<file path="config.mk">
export PLATFORM = sky130hd
export DESIGN_NAME = blink_envelope_sequencer
export DESIGN_NICKNAME = d
export VERILOG_FILES = /design/src/design/bes_pkg.sv /design/src/design/bes_datapath.sv /design/src/design/bes_controller.sv /design/src/design/blink_envelope_sequencer.sv
export SDC_FILE = /design/constraint.sdc
export NUM_CORES = 1
export LEC_CHECK = 0
export ABC_AREA = 1
export BUFFER_PORTS_ARGS = -buffer_cell sky130_fd_sc_hd__buf_2
export CAP_MARGIN = 20
export CORE_MARGIN = 2
export CORE_UTILIZATION = 35
export DETAILED_ROUTE_END_ITERATION = 10
export HOLD_SLACK_MARGIN = 0.12
export PLACE_DENSITY_LB_ADDON = 0.08
export SYNTH_ARGS = -nofsm -noshare
export SYNTH_HDL_FRONTEND = slang
export SYNTH_SLANG_ARGS = --single-unit
</file>
<file path="constraint.sdc">
create_clock -name clk -period 4.45 [get_ports clk]
set_input_delay 0.89 -clock clk [delete_from_list [all_inputs] [get_ports clk]]
set_output_delay 0.89 -clock clk [all_outputs]
set_load 0.01 [all_outputs]
</file>
<file path="src/design/bes_pkg.sv">
package bes_pkg;

    // Field and register widths
    localparam int unsigned NOW_W      = 32;
    localparam int unsigned RND_W      = 16;
    localparam int unsigned DUR_W      = 16;
    localparam int unsigned INT_W      = 15;
    localparam int unsigned LEVEL_W    = 16;
    localparam int unsigned CODE_W     = 2;
    localparam int unsigned CFG_IDX_W  = 2;
    localparam int unsigned CFG_DATA_W = 16;

    // Serial divider step counts: 15 quotient bits for a ramp, 16 dividend bits for a modulo
    localparam int unsigned FRAC_STEPS = 15;
    localparam int unsigned MOD_STEPS  = 16;
    localparam int unsigned CNT_W      = 5;

    // Fully open level in Q1.15
    localparam logic [LEVEL_W-1:0] LEVEL_ONE = 16'h8000;

    // Configuration register indexes
    localparam logic [CFG_IDX_W-1:0] CFG_CLOSING  = 2'd0;
    localparam logic [CFG_IDX_W-1:0] CFG_CLOSED   = 2'd1;
    localparam logic [CFG_IDX_W-1:0] CFG_OPENING  = 2'd2;
    localparam logic [CFG_IDX_W-1:0] CFG_INTERVAL = 2'd3;

    // Configuration reset values
    localparam logic [DUR_W-1:0] CLOSING_RST  = 16'd100;
    localparam logic [DUR_W-1:0] CLOSED_RST   = 16'd50;
    localparam logic [DUR_W-1:0] OPENING_RST  = 16'd150;
    localparam logic [INT_W-1:0] INTERVAL_RST = 15'd4000;

    // Result phase codes
    localparam logic [CODE_W-1:0] CODE_CLOSING = 2'd0;
    localparam logic [CODE_W-1:0] CODE_CLOSED  = 2'd1;
    localparam logic [CODE_W-1:0] CODE_OPENING = 2'd2;

    typedef enum logic [1:0] {
        DIV_MOD_FIRST,
        DIV_MOD_NEXT,
        DIV_FRAC_CLOSE,
        DIV_FRAC_OPEN
    } div_mode_t;

    typedef enum logic [1:0] {
        LVL_ZERO,
        LVL_ONE,
        LVL_QUOT
    } level_sel_t;

    typedef enum logic {
        BASE_ZERO,
        BASE_INTERVAL
    } base_sel_t;

    typedef struct packed {
        logic                take_in;
        logic                upd_start;
        logic                div_start;
        div_mode_t           div_mode;
        logic                upd_next;
        base_sel_t           base_sel;
        logic                load_out;
        level_sel_t          level_sel;
        logic [CODE_W-1:0]   code;
    } cmd_t;

    typedef struct packed {
        logic e_zero;
        logic e_ge_closing;
        logic e_ge_closed;
        logic e_ge_opening;
        logic blink_due;
        logic div_busy;
        logic out_full;
    } sts_t;

endpackage

</file>
<file path="src/design/bes_datapath.sv">
module bes_datapath (
    input  logic                                 clk,
    input  logic                                 rst_n,
    input  logic                                 cfg_we,
    input  logic [bes_pkg::CFG_IDX_W-1:0]        cfg_addr,
    input  logic [bes_pkg::CFG_DATA_W-1:0]       cfg_wdata,
    input  logic [bes_pkg::NOW_W+bes_pkg::RND_W-1:0] s_tdata,
    output logic [bes_pkg::LEVEL_W-1:0]          m_tdata,
    output logic [bes_pkg::CODE_W-1:0]           m_tuser,
    output logic                                 m_tvalid,
    input  logic                                 m_tready,
    input  bes_pkg::cmd_t                        cmd,
    output bes_pkg::sts_t                        sts
);

    localparam int unsigned NW = bes_pkg::NOW_W;
    localparam int unsigned RW = bes_pkg::RND_W;
    localparam int unsigned DW = bes_pkg::DUR_W;
    localparam int unsigned IW = bes_pkg::INT_W;
    localparam int unsigned LW = bes_pkg::LEVEL_W;
    localparam int unsigned CW = bes_pkg::CNT_W;

    logic [DW-1:0]              closing_reg;
    logic [DW-1:0]              closed_reg;
    logic [DW-1:0]              opening_reg;
    logic [IW-1:0]              interval_reg;

    logic [NW-1:0]              now_reg;
    logic [RW-1:0]              rnd_reg;
    logic [NW-1:0]              start_reg;
    logic [NW-1:0]              next_reg;

    logic [DW-1:0]              rem_reg;
    logic [DW-1:0]              sh_reg;
    logic [DW-1:0]              dvs_reg;
    logic [CW-1:0]              cnt_reg;

    logic [LW-1:0]              level_reg;
    logic [bes_pkg::CODE_W-1:0] code_reg;
    logic                       out_valid_reg;

    logic [NW-1:0]              elapsed;
    logic [NW-1:0]              due_diff;
    logic [DW:0]                trial;
    logic                       qbit;
    logic [DW-1:0]              mod_res;
    logic [NW-1:0]              base_add;
    logic [LW-1:0]              level_next;

    // Elapsed time and phase-end tests, all under 32-bit wraparound
    assign elapsed  = now_reg - start_reg;
    assign due_diff = now_reg - next_reg;

    assign sts.e_zero       = (elapsed == '0);
    assign sts.e_ge_closing = (elapsed >= NW'(closing_reg));
    assign sts.e_ge_closed  = (elapsed >= NW'(closed_reg));
    assign sts.e_ge_opening = (elapsed >= NW'(opening_reg));
    assign sts.blink_due    = ~due_diff[NW-1];
    assign sts.div_busy     = (cnt_reg != '0);
    assign sts.out_full     = out_valid_reg;

    // One restoring division step: shift in the next dividend bit and try a subtract
    assign trial   = {rem_reg, sh_reg[DW-1]};
    assign qbit    = (trial >= {1'b0, dvs_reg});
    // A zero modulus gives a zero remainder
    assign mod_res = (dvs_reg == '0) ? '0 : rem_reg;
    assign base_add = (cmd.base_sel == bes_pkg::BASE_INTERVAL) ? NW'(interval_reg) : '0;

    // Level selection for the result beat
    always_comb
    begin
        case (cmd.level_sel)
            bes_pkg::LVL_ZERO: level_next = '0;
            bes_pkg::LVL_ONE:  level_next = bes_pkg::LEVEL_ONE;
            bes_pkg::LVL_QUOT: level_next = sh_reg;
            default:           level_next = '0;
        endcase
    end

    // Configuration registers
    always_ff @(posedge clk or negedge rst_n)
    begin
        if (!rst_n)
        begin
            closing_reg  <= bes_pkg::CLOSING_RST;
            closed_reg   <= bes_pkg::CLOSED_RST;
            opening_reg  <= bes_pkg::OPENING_RST;
            interval_reg <= bes_pkg::INTERVAL_RST;
        end
        else if (cfg_we)
        begin
            unique case (cfg_addr)
                bes_pkg::CFG_CLOSING:  closing_reg  <= cfg_wdata[DW-1:0];
                bes_pkg::CFG_CLOSED:   closed_reg   <= cfg_wdata[DW-1:0];
                bes_pkg::CFG_OPENING:  opening_reg  <= cfg_wdata[DW-1:0];
                bes_pkg::CFG_INTERVAL: interval_reg <= cfg_wdata[IW-1:0];
            endcase
        end
    end

    // Timing state: phase start and next blink time
    always_ff @(posedge clk or negedge rst_n)
    begin
        if (!rst_n)
        begin
            start_reg <= '0;
            next_reg  <= '0;
        end
        else
        begin
            if (cmd.upd_start)
            begin
                start_reg <= now_reg;
            end
            if (cmd.upd_next)
            begin
                next_reg <= now_reg + base_add + NW'(mod_res);
            end
        end
    end

    // Input capture; payload needs no reset
    always_ff @(posedge clk)
    begin
        if (cmd.take_in)
        begin
            now_reg <= s_tdata[NW-1:0];
            rnd_reg <= s_tdata[NW+RW-1:NW];
        end
    end

    // Serial divider step counter
    always_ff @(posedge clk or negedge rst_n)
    begin
        if (!rst_n)
        begin
            cnt_reg <= '0;
        end
        else if (cmd.div_start)
        begin
            if (cmd.div_mode == bes_pkg::DIV_MOD_FIRST || cmd.div_mode == bes_pkg::DIV_MOD_NEXT)
            begin
                cnt_reg <= CW'(bes_pkg::MOD_STEPS);
            end
            else
            begin
                cnt_reg <= CW'(bes_pkg::FRAC_STEPS);
            end
        end
        else if (cnt_reg != '0)
        begin
            cnt_reg <= cnt_reg - 1'b1;
        end
    end

    // Serial divider operands: a ramp starts with the numerator as remainder,
    // a modulo shifts the random word in from the top
    always_ff @(posedge clk)
    begin
        if (cmd.div_start)
        begin
            case (cmd.div_mode)
                bes_pkg::DIV_MOD_FIRST:
                begin
                    dvs_reg <= {interval_reg, 1'b0};
                    rem_reg <= '0;
                    sh_reg  <= rnd_reg;
                end
                bes_pkg::DIV_MOD_NEXT:
                begin
                    dvs_reg <= DW'(interval_reg);
                    rem_reg <= '0;
                    sh_reg  <= rnd_reg;
                end
                bes_pkg::DIV_FRAC_CLOSE:
                begin
                    dvs_reg <= closing_reg;
                    rem_reg <= closing_reg - elapsed[DW-1:0];
                    sh_reg  <= '0;
                end
                default:
                begin
                    dvs_reg <= opening_reg;
                    rem_reg <= elapsed[DW-1:0];
                    sh_reg  <= '0;
                end
            endcase
        end
        else if (cnt_reg != '0)
        begin
            rem_reg <= qbit ? DW'(trial - {1'b0, dvs_reg}) : trial[DW-1:0];
            sh_reg  <= {sh_reg[DW-2:0], qbit};
        end
    end

    // Output register: holds a beat until the master side takes it
    always_ff @(posedge clk or negedge rst_n)
    begin
        if (!rst_n)
        begin
            out_valid_reg <= 1'b0;
        end
        else if (cmd.load_out)
        begin
            out_valid_reg <= 1'b1;
        end
        else if (m_tready)
        begin
            out_valid_reg <= 1'b0;
        end
    end

    always_ff @(posedge clk)
    begin
        if (cmd.load_out)
        begin
            level_reg <= level_next;
            code_reg  <= cmd.code;
        end
    end

    assign m_tvalid = out_valid_reg;
    assign m_tdata  = level_reg;
    assign m_tuser  = code_reg;

    // The output level, ramp quotient included, never passes the fully open level
    a_level_range: assert property (@(posedge clk) disable iff (!rst_n)
        out_valid_reg |-> (level_reg <= bes_pkg::LEVEL_ONE))
        else $error("openness above fully open");

    // The step counter never runs beyond the longest division
    a_cnt_range: assert property (@(posedge clk) disable iff (!rst_n)
        cnt_reg <= CW'(bes_pkg::MOD_STEPS))
        else $error("divider step counter out of range");

endmodule

</file>
<file path="src/design/bes_controller.sv">
module bes_controller (
    input  logic          clk,
    input  logic          rst_n,
    input  logic          s_tvalid,
    output logic          s_tready,
    input  bes_pkg::sts_t sts,
    output bes_pkg::cmd_t cmd
);

    typedef enum logic [1:0] {
        S_IDLE,
        S_EVAL,
        S_DIV,
        S_EMIT
    } state_t;

    typedef enum logic [2:0] {
        PH_FIRST    = 3'd0,
        PH_INTERVAL = 3'd1,
        PH_CLOSING  = 3'd2,
        PH_CLOSED   = 3'd3,
        PH_OPENING  = 3'd4
    } phase_t;

    state_t                     state_reg, state_next;
    phase_t                     phase_reg, phase_next;
    bes_pkg::level_sel_t        lvl_reg, lvl_next;
    logic [bes_pkg::CODE_W-1:0] code_reg, code_next;
    bes_pkg::base_sel_t         base_reg, base_next;
    logic                       upd_after_reg, upd_after_next;
    logic                       emit_after_reg, emit_after_next;

    assign s_tready = (state_reg == S_IDLE);

    // Next state and command decode
    always_comb
    begin
        state_next      = state_reg;
        phase_next      = phase_reg;
        lvl_next        = lvl_reg;
        code_next       = code_reg;
        base_next       = base_reg;
        upd_after_next  = upd_after_reg;
        emit_after_next = emit_after_reg;

        cmd           = '0;
        cmd.div_mode  = bes_pkg::DIV_MOD_FIRST;
        cmd.base_sel  = base_reg;
        cmd.level_sel = lvl_reg;
        cmd.code      = code_reg;

        unique case (state_reg)
            S_IDLE:
            begin
                if (s_tvalid)
                begin
                    cmd.take_in = 1'b1;
                    state_next  = S_EVAL;
                end
            end

            S_EVAL:
            begin
                unique case (phase_reg)
                    PH_INTERVAL:
                    begin
                        if (sts.blink_due)
                        begin
                            cmd.upd_start = 1'b1;
                            phase_next    = PH_CLOSING;
                        end
                        state_next = S_IDLE;
                    end

                    PH_CLOSING:
                    begin
                        code_next = bes_pkg::CODE_CLOSING;
                        if (sts.e_ge_closing)
                        begin
                            lvl_next      = bes_pkg::LVL_ZERO;
                            cmd.upd_start = 1'b1;
                            phase_next    = PH_CLOSED;
                            state_next    = S_EMIT;
                        end
                        else if (sts.e_zero)
                        begin
                            // Start of the closing ramp: the eye is still fully open
                            lvl_next   = bes_pkg::LVL_ONE;
                            state_next = S_EMIT;
                        end
                        else
                        begin
                            lvl_next        = bes_pkg::LVL_QUOT;
                            cmd.div_start   = 1'b1;
                            cmd.div_mode    = bes_pkg::DIV_FRAC_CLOSE;
                            upd_after_next  = 1'b0;
                            emit_after_next = 1'b1;
                            state_next      = S_DIV;
                        end
                    end

                    PH_CLOSED:
                    begin
                        code_next = bes_pkg::CODE_CLOSED;
                        lvl_next  = bes_pkg::LVL_ZERO;
                        if (sts.e_ge_closed)
                        begin
                            cmd.upd_start = 1'b1;
                            phase_next    = PH_OPENING;
                        end
                        state_next = S_EMIT;
                    end

                    PH_OPENING:
                    begin
                        code_next       = bes_pkg::CODE_OPENING;
                        cmd.div_start   = 1'b1;
                        emit_after_next = 1'b1;
                        state_next      = S_DIV;
                        if (sts.e_ge_opening)
                        begin
                            // Ramp complete: schedule the next blink after the interval
                            lvl_next       = bes_pkg::LVL_ONE;
                            cmd.div_mode   = bes_pkg::DIV_MOD_NEXT;
                            base_next      = bes_pkg::BASE_INTERVAL;
                            upd_after_next = 1'b1;
                            phase_next     = PH_INTERVAL;
                        end
                        else
                        begin
                            lvl_next       = bes_pkg::LVL_QUOT;
                            cmd.div_mode   = bes_pkg::DIV_FRAC_OPEN;
                            upd_after_next = 1'b0;
                        end
                    end

                    default:
                    begin
                        // First tick, and unused phase codes: schedule the first blink
                        cmd.div_start   = 1'b1;
                        cmd.div_mode    = bes_pkg::DIV_MOD_FIRST;
                        base_next       = bes_pkg::BASE_ZERO;
                        upd_after_next  = 1'b1;
                        emit_after_next = 1'b0;
                        phase_next      = PH_INTERVAL;
                        state_next      = S_DIV;
                    end
                endcase
            end

            S_DIV:
            begin
                if (!sts.div_busy)
                begin
                    cmd.upd_next = upd_after_reg;
                    state_next   = emit_after_reg ? S_EMIT : S_IDLE;
                end
            end

            S_EMIT:
            begin
                if (!sts.out_full)
                begin
                    cmd.load_out = 1'b1;
                    state_next   = S_IDLE;
                end
            end
        endcase
    end

    // State and registered controls
    always_ff @(posedge clk or negedge rst_n)
    begin
        if (!rst_n)
        begin
            state_reg      <= S_IDLE;
            phase_reg      <= PH_FIRST;
            lvl_reg        <= bes_pkg::LVL_ZERO;
            code_reg       <= bes_pkg::CODE_CLOSING;
            base_reg       <= bes_pkg::BASE_ZERO;
            upd_after_reg  <= 1'b0;
            emit_after_reg <= 1'b0;
        end
        else
        begin
            state_reg      <= state_next;
            phase_reg      <= phase_next;
            lvl_reg        <= lvl_next;
            code_reg       <= code_next;
            base_reg       <= base_next;
            upd_after_reg  <= upd_after_next;
            emit_after_reg <= emit_after_next;
        end
    end

    // A result is never written over one that is still waiting
    a_no_overwrite: assert property (@(posedge clk) disable iff (!rst_n)
        cmd.load_out |-> !sts.out_full)
        else $error("result loaded into a full output register");

    // The divider is started only when it is free
    a_div_free: assert property (@(posedge clk) disable iff (!rst_n)
        cmd.div_start |-> !sts.div_busy)
        else $error("divider started while busy");

    // A started division is seen as busy on the next cycle
    a_div_busy: assert property (@(posedge clk) disable iff (!rst_n)
        cmd.div_start |=> sts.div_busy)
        else $error("divider did not start");

endmodule

</file>
<file path="src/design/blink_envelope_sequencer.sv">
// Channel  Direction  Handshake            Payload
// s_       in         s_tvalid / s_tready  s_tdata: now_ms, random_word
// m_       out        m_tvalid / m_tready  m_tdata: openness; m_tuser: phase_code
// cfg_     in         cfg_we               cfg_addr, cfg_wdata (write only)
//
// A tick runs to its end before s_tready rises again. A waiting tick is only evaluated;
// a level without division is evaluated and loaded; a ramp level takes 15 serial divider
// steps, the first tick 16 modulo steps, the end of opening 16 modulo steps and the load.
// Reset is asynchronous and active low; it restores the default durations and the first
// phase. A stalled master side holds a result beat in the output register; the next tick
// is still accepted and waits only if it has a result of its own to place.
module blink_envelope_sequencer (
    input  logic                                     clk,
    input  logic                                     rst_n,
    input  logic                                     cfg_we,
    input  logic [bes_pkg::CFG_IDX_W-1:0]            cfg_addr,
    input  logic [bes_pkg::CFG_DATA_W-1:0]           cfg_wdata,
    input  logic                                     s_tvalid,
    output logic                                     s_tready,
    // [31:0] now_ms, [47:32] random_word
    input  logic [bes_pkg::NOW_W+bes_pkg::RND_W-1:0] s_tdata,
    output logic                                     m_tvalid,
    input  logic                                     m_tready,
    // [15:0] openness
    output logic [bes_pkg::LEVEL_W-1:0]              m_tdata,
    // [1:0] phase_code
    output logic [bes_pkg::CODE_W-1:0]               m_tuser
);

    bes_pkg::cmd_t cmd;
    bes_pkg::sts_t sts;

    bes_controller u_ctrl (
        .clk      (clk),
        .rst_n    (rst_n),
        .s_tvalid (s_tvalid),
        .s_tready (s_tready),
        .sts      (sts),
        .cmd      (cmd)
    );

    bes_datapath u_dp (
        .clk       (clk),
        .rst_n     (rst_n),
        .cfg_we    (cfg_we),
        .cfg_addr  (cfg_addr),
        .cfg_wdata (cfg_wdata),
        .s_tdata   (s_tdata),
        .m_tdata   (m_tdata),
        .m_tuser   (m_tuser),
        .m_tvalid  (m_tvalid),
        .m_tready  (m_tready),
        .cmd       (cmd),
        .sts       (sts)
    );

endmodule
</file>
; Yosys cells after proc, flatten, opt, wreduce, memory -nomap -nowiden
; Cells that the tools add are included.
[word_totals]
rom_bits = 0
memories = 0
word_cells = 138
reg_bits = 259
latchBits = 0
input_bits = 71
ram_bits = 0
[classes]
shift = 0
mul = 0
magnitude_cmp = 4
n_eq_ne = 23
div = 0
n_bitwise = 2
reduce_logical = 22
n_addsub = 7
mux = 58
[ops]
columns = cell, n
row1 = two-way mux 16 bit, 7
row2 = >= comparator 32 x 16 -> 1 bit, 3
row3 = case mux 16 bit (2 select lines), 2
row4 = subtractor 32 bit, 2
row5 = case mux 16 bit (3 select lines), 1
row6 = adder 32 x 16 -> 32 bit, 1
row7 = adder 32 bit, 1
row8 = logical NOT 32 bit, 1
row9 = subtractor 16 bit, 2
row10 = two-way mux 1 bit, 18
row11 = two-way mux 2 bit, 9
row12 = two-way mux 3 bit, 6
row13 = inequality test 2 bit (second input constant), 9
row14 = case mux 2 bit (3 select lines), 3
row15 = >= comparator 17 x 16 -> 1 bit, 1
row16 = logical NOT 16 bit, 1
row17 = two-way mux 15 bit, 1
row18 = two-way mux 5 bit, 3
row19 = == test 2 bit (second input constant), 6
row20 = case mux 3 bit (4 select lines), 1
row21 = AND reduction 2 bit, 5
row22 = case mux 1 bit (3 select lines), 3
row23 = case mux 3 bit (3 select lines), 1
row24 = == test 2 x 1 -> 1 bit (second input constant), 4
row25 = 18 further kinds, 25

; Depth between registers and ports, before layout
[depth]
word_depth = 10
mapped_depth = 27
depth_no_buf = 26

; Hierarchy
; A second synthesis with hierarchy kept.
[unflattened]
hier_cells = 2240
hier_area_um2 = 17748.3
[modules_own_cells]
columns = module, area_per_inst_um2, cells_each, instances
row1 = bes_datapath, 16952.5, 2129, 1
row2 = bes_controller, 795.8, 111, 1

; Worst setup path before layout
; OpenSTA, ideal clock, no wires.
[synth_timing]
path_kind = flip-flop to flip-flop
from = reg u_dp.now_reg[0]
to = reg u_dp.rem_reg[0] (enable)
setup_time_ps = 392
arrival_time_ps = 3844
path_stages_with_launch = 18
synth_period_minus_slack_ps = 4236
setup_slack_ps = 214
path_buffers = 0
required_time_ps = 4058
path_cell_list = edfxtp_1 > inv_1 > ha_1 > fa_1 > inv_1 > nand3_1 > nand3_1 > xor2_1 > inv_1 > ha_1 > nand2_1 > or2_2 > nand2_1 > a221oi_1 > nand4_2 > nand2_2 > nand3_4 > nand2_1
[synth_via]
elab_chain_cells = 7
elab_cells_between_ends = 8
cone_classes = add/sub: 1 / order compare: 1 / mux: 4 / reduce/logical: 2
[synth_rtl]
columns = item, line_no
row1 = start: declaration, bes_datapath.sv:28  ; logic [NW-1:0] now_reg;
row2 = start signal: assignment, bes_datapath.sv:127  ; now_reg <= s_tdata[NW-1:0];
row3 = subtractor 32 bit (*), bes_datapath.sv:51  ; assign elapsed = now_reg - start_reg;
row4 = "parallel branches: the longest is 2 deep, another holds >= comparator 32 x 16 -> 1 bit", -
row5 = two-way mux 3 bit (*), bes_controller.sv:78  ; if (sts.e_ge_closing)
row6 = case mux 3 bit (3 select lines) (*), bes_controller.sv:64  ; unique case (phase_reg)
row7 = two-way mux 4 bit (*), bes_controller.sv:52  ; unique case (state_reg)
row8 = nonzero test 2 bit (no line) (*), -
row9 = end signal: assignment, bes_datapath.sv:178  ; rem_reg <= closing_reg - elapsed[DW-1:0];
row10 = end signal: assignment, bes_datapath.sv:184  ; rem_reg <= elapsed[DW-1:0];
row11 = end signal: assignment, bes_datapath.sv:191  ; rem_reg <= qbit ? DW'(trial - {1'b0, dvs_reg}) : trial[DW-1:0];
row12 = end: declaration, bes_datapath.sv:33  ; logic [DW-1:0] rem_reg;
; Every way passes the cells marked *.
; A chain may end at the register's enable or synchronous reset.

; Worst setup path after layout
[layout_timing]
from = reg u_dp.now_reg[8]
to = reg u_dp.sh_reg[2] (data pin)
[layout_via]
elab_chain_cells = 10
elab_cells_between_ends = 14
cone_classes = add/sub: 1 / order compare: 2 / eq/ne: 1 / mux: 7 / reduce/logical: 3
[layout_rtl]
columns = item, line_no
row1 = subtractor 32 bit (*), bes_datapath.sv:51
row2 = "parallel branches: the longest is 3 deep, another holds >= comparator 32 x 16 -> 1 bit", -
row3 = case mux 3 bit (3 select lines) (*), bes_controller.sv:64
row4 = two-way mux 4 bit (*), bes_controller.sv:52
row5 = == test 2 x 1 -> 1 bit / logical NOT 2 bit (equally long branches), bes_datapath.sv:162  ; case (cmd.div_mode)
row6 = OR reduction 2 bit (no line), -
row7 = two-way mux 16 bit, bes_datapath.sv:162
row8 = two-way mux 16 bit (*), bes_datapath.sv:160  ; if (cmd.div_start)
row9 = end signal: assignment, bes_datapath.sv:167  ; sh_reg <= rnd_reg;
row10 = end signal: assignment, bes_datapath.sv:173  ; sh_reg <= rnd_reg;
row11 = end signal: assignment, bes_datapath.sv:192  ; sh_reg <= {sh_reg[DW-2:0], qbit};
row12 = end: declaration, bes_datapath.sv:34  ; logic [DW-1:0] sh_reg;
; Marked as above.

==> qor.csv <==
metric,value,unit
dr.pass1.iters,5,
dpl-instance-area,20900,um2
grt_pass1_wl,91300,um
ys_types,59,
dp_slack,-227,ps
setup-violations-final,0,
worstMarginPinSlew,931,ps
overflow,0,
path_max_fanout,10,
hold_slack,410,ps
max_cap_violations,0,
routed_wl,57800,um
crit_arrival,4500,ps
finClkSkew,25.4,ps
htree_num_levels,2,
slew_viol_final,0,
place_hpwl,46300,um
min_path_type,in2async,
p_comb_frac,0.624,
start_kind,register,
die_w,236,um
internal_power,9.68,mW
dieHeight,236,um
fillerInstances,5507,
rows,84,
antenna_found_initial,0,
layout-drive-gt1-share,0.150,
syn_nets,2732,
cts_tree,done,
clk_latency,570,ps
post-route-min-period,4190,ps
cts_hold_buf,0,
layout.core_utilization,0.422,
post-route-period-util,0.942,
grt_max_degree,87,
drtIter0Drc,918,
seq_power_share,0.223,
clk_pin_slew,60,ps
io_buffers,90,
num_antenna_cells,0,
vias,16200,
fin_cells,3397,
netlist_area,18800,um2
grt_use_total,0.211,
avgSynthCellArea,7.57,um2
sw_frac_of_total,0.479,
viasPerCell,4.78,
core-area,52900,um2
cts_buffer_depth,3,
cts_buffers,35,
dp_cells,3328,
async_flop_share,0.560,
crit_type,reg2reg,
first_global_vias,16200,
fin_ws,258,ps
ff2ff_path_depth,20,
p_leak,11.6,nW
drc_errors,0,
crit_required,4750,ps
io_pins,91,
synth-main-ff-cell,dfrtp_1,
ys_ff_latch,259,
slew_headroom,0.379,
place.gp.congestion,0.897,
ir_worst_vdd,0.372,mV
ys_warn_count,0,
run_status,finished clean,
p_per_area,831,nW/um2
area_delta_synth_final,18.9,%
power.share.clock,0.154,
p_sw,8.89,mW
fmax,0.239,GHz
die_area,55500,um2
seq_area_frac_synth,0.376,
hold_viol,0,
start_util,0.355,
synth_edf_count,114,
route.antenna.remaining_nets,0,
synth_cells,2481,
cp-end-kind,register,
root_buffer,clkbuf_16,
finalInstanceArea,22300,um2
nets,2933,
wire_per_inst,17.0,um
clock-sinks,259,
-- layer usage --
layer,track usage,vias to the layer above,share of wire
li1,-,8355,-
met5,0,-,0
met3,0.0269,76,0.035
met1,0.278,7541,0.47
met4,0.0832,0,0.037
met2,0.352,269,0.46
-- path summary, 6_finish.rpt --
kind / startpoint / to / slack, ps
setup / recovery: u_dp.now_reg[8] / u_dp.sh_reg[2] / 260
hold / removal: rst_n / u_dp.next_reg[24] / 410
setup reg to reg: u_dp.now_reg[8] / u_dp.sh_reg[2] / 260
hold reg to reg: u_ctrl.code_reg[0] / u_dp.m_tuser[0] / 470
max in group asynchronous: rst_n / u_dp.opening_reg[2] / 3070
min in group clk: u_ctrl.code_reg[0] / u_dp.m_tuser[0] / 470
-- logic make-up after synthesis --
logic type	share of synthesized area
AND/OR/NAND/NOR	0.251
AO/OA/AOI/OAI	0.102
flip-flops	0.376
adder cells (fa/ha/maj)	0.127
XOR/XNOR	0.0279
buffers and inverters	0.115
-- what timing repair did --
item                                    CTS  global route
gates resized for setup                   6            44
pin swaps                                 0            12
endpoints found under the setup margin    7           139
setup buffers                             0             3
-- power by group through the flow --
stage / clock (mW) / sequential (mW) / combinational (mW)
finish: 2.86 / 4.13 / 11.6
global placement: 0 / 4.18 / 11.2
detailed placement: 0 / 4.19 / 11.3
CTS: 2.95 / 4.15 / 11.4
global route: 3.06 / 4.23 / 13.2
floorplan: 0 / 3.91 / 7.67
-- worst max-delay path: stages (launching register included) --
cell	delay (ps)
edfxtp_1	440
ha_2	420
nand2_1	120
nor2_2	230
nand3_1	160
nand3b_2	140
xor2_2	270
inv_1	90
buf_4	160
ha_1	300
nand2_1	80
a21oi_1	40
a211oi_1	210
o21ai_0	110
a21oi_1	230
buf_4	190
nand4_4	140
nand4_1	220
buf_6	170
buf_4	130
o21ai_0	80
-- through the flow --
stage / TNS [ps] / power, mW
2_1_floorplan: 0 / 11.6
3_3_place_gp: -402 / 15.4
3_5_place_dp: -651 / 15.5
4_1_cts: 0 / 18.5
5_1_grt: -59.1 / 20.5
6_report: 0 / 18.6
-- cell usage after synthesis (22+ instances only) --
cell	instances	area [um2]
nand2_1	670	2510
nand4_1	63	394
nand3_1	122	611
clkbuf_1	32	120
a21oi_1	101	505
nor3_1	23	115
inv_1	484	1820
o21ai_1	22	110
o21ai_0	146	731
nor2_1	149	559
xor2_1	38	333
ha_1	161	2010
edfxtp_1	114	3420
dfrtp_1	129	3230
-- layout make-up --
type / instances / area, um2 / share of cell area
clock buffer: 45 / 933 / 0.0418
tap: 688 / 861 / 0.0385
clock inverter: 19 / 220 / 0.00986
multi-input combinational: 1674 / 9790 / 0.438
inverter: 496 / 1860 / 0.0834
timing repair buffer: 216 / 1590 / 0.0714
sequential: 259 / 7070 / 0.317
-- layout by cell type (no fill, tap or decap), drive strengths merged, types with 5 or more instances in the layout --
cell type	instances
a221oi	5
edfxtp	114
a21oi	101
xor2	39
dfstp	16
o21ai	187
nand2	690
a31oi	5
o211ai	20
fa	19
nand4	68
clkinv	10
nand3b	5
dfrtp	129
or2	14
nor2	158
nand3	126
clkbuf	45
xnor2	20
o21bai	5
ha	161
buf	216
nor3	24
inv	498
No activity file was read; power rests on OpenSTA's default activity.
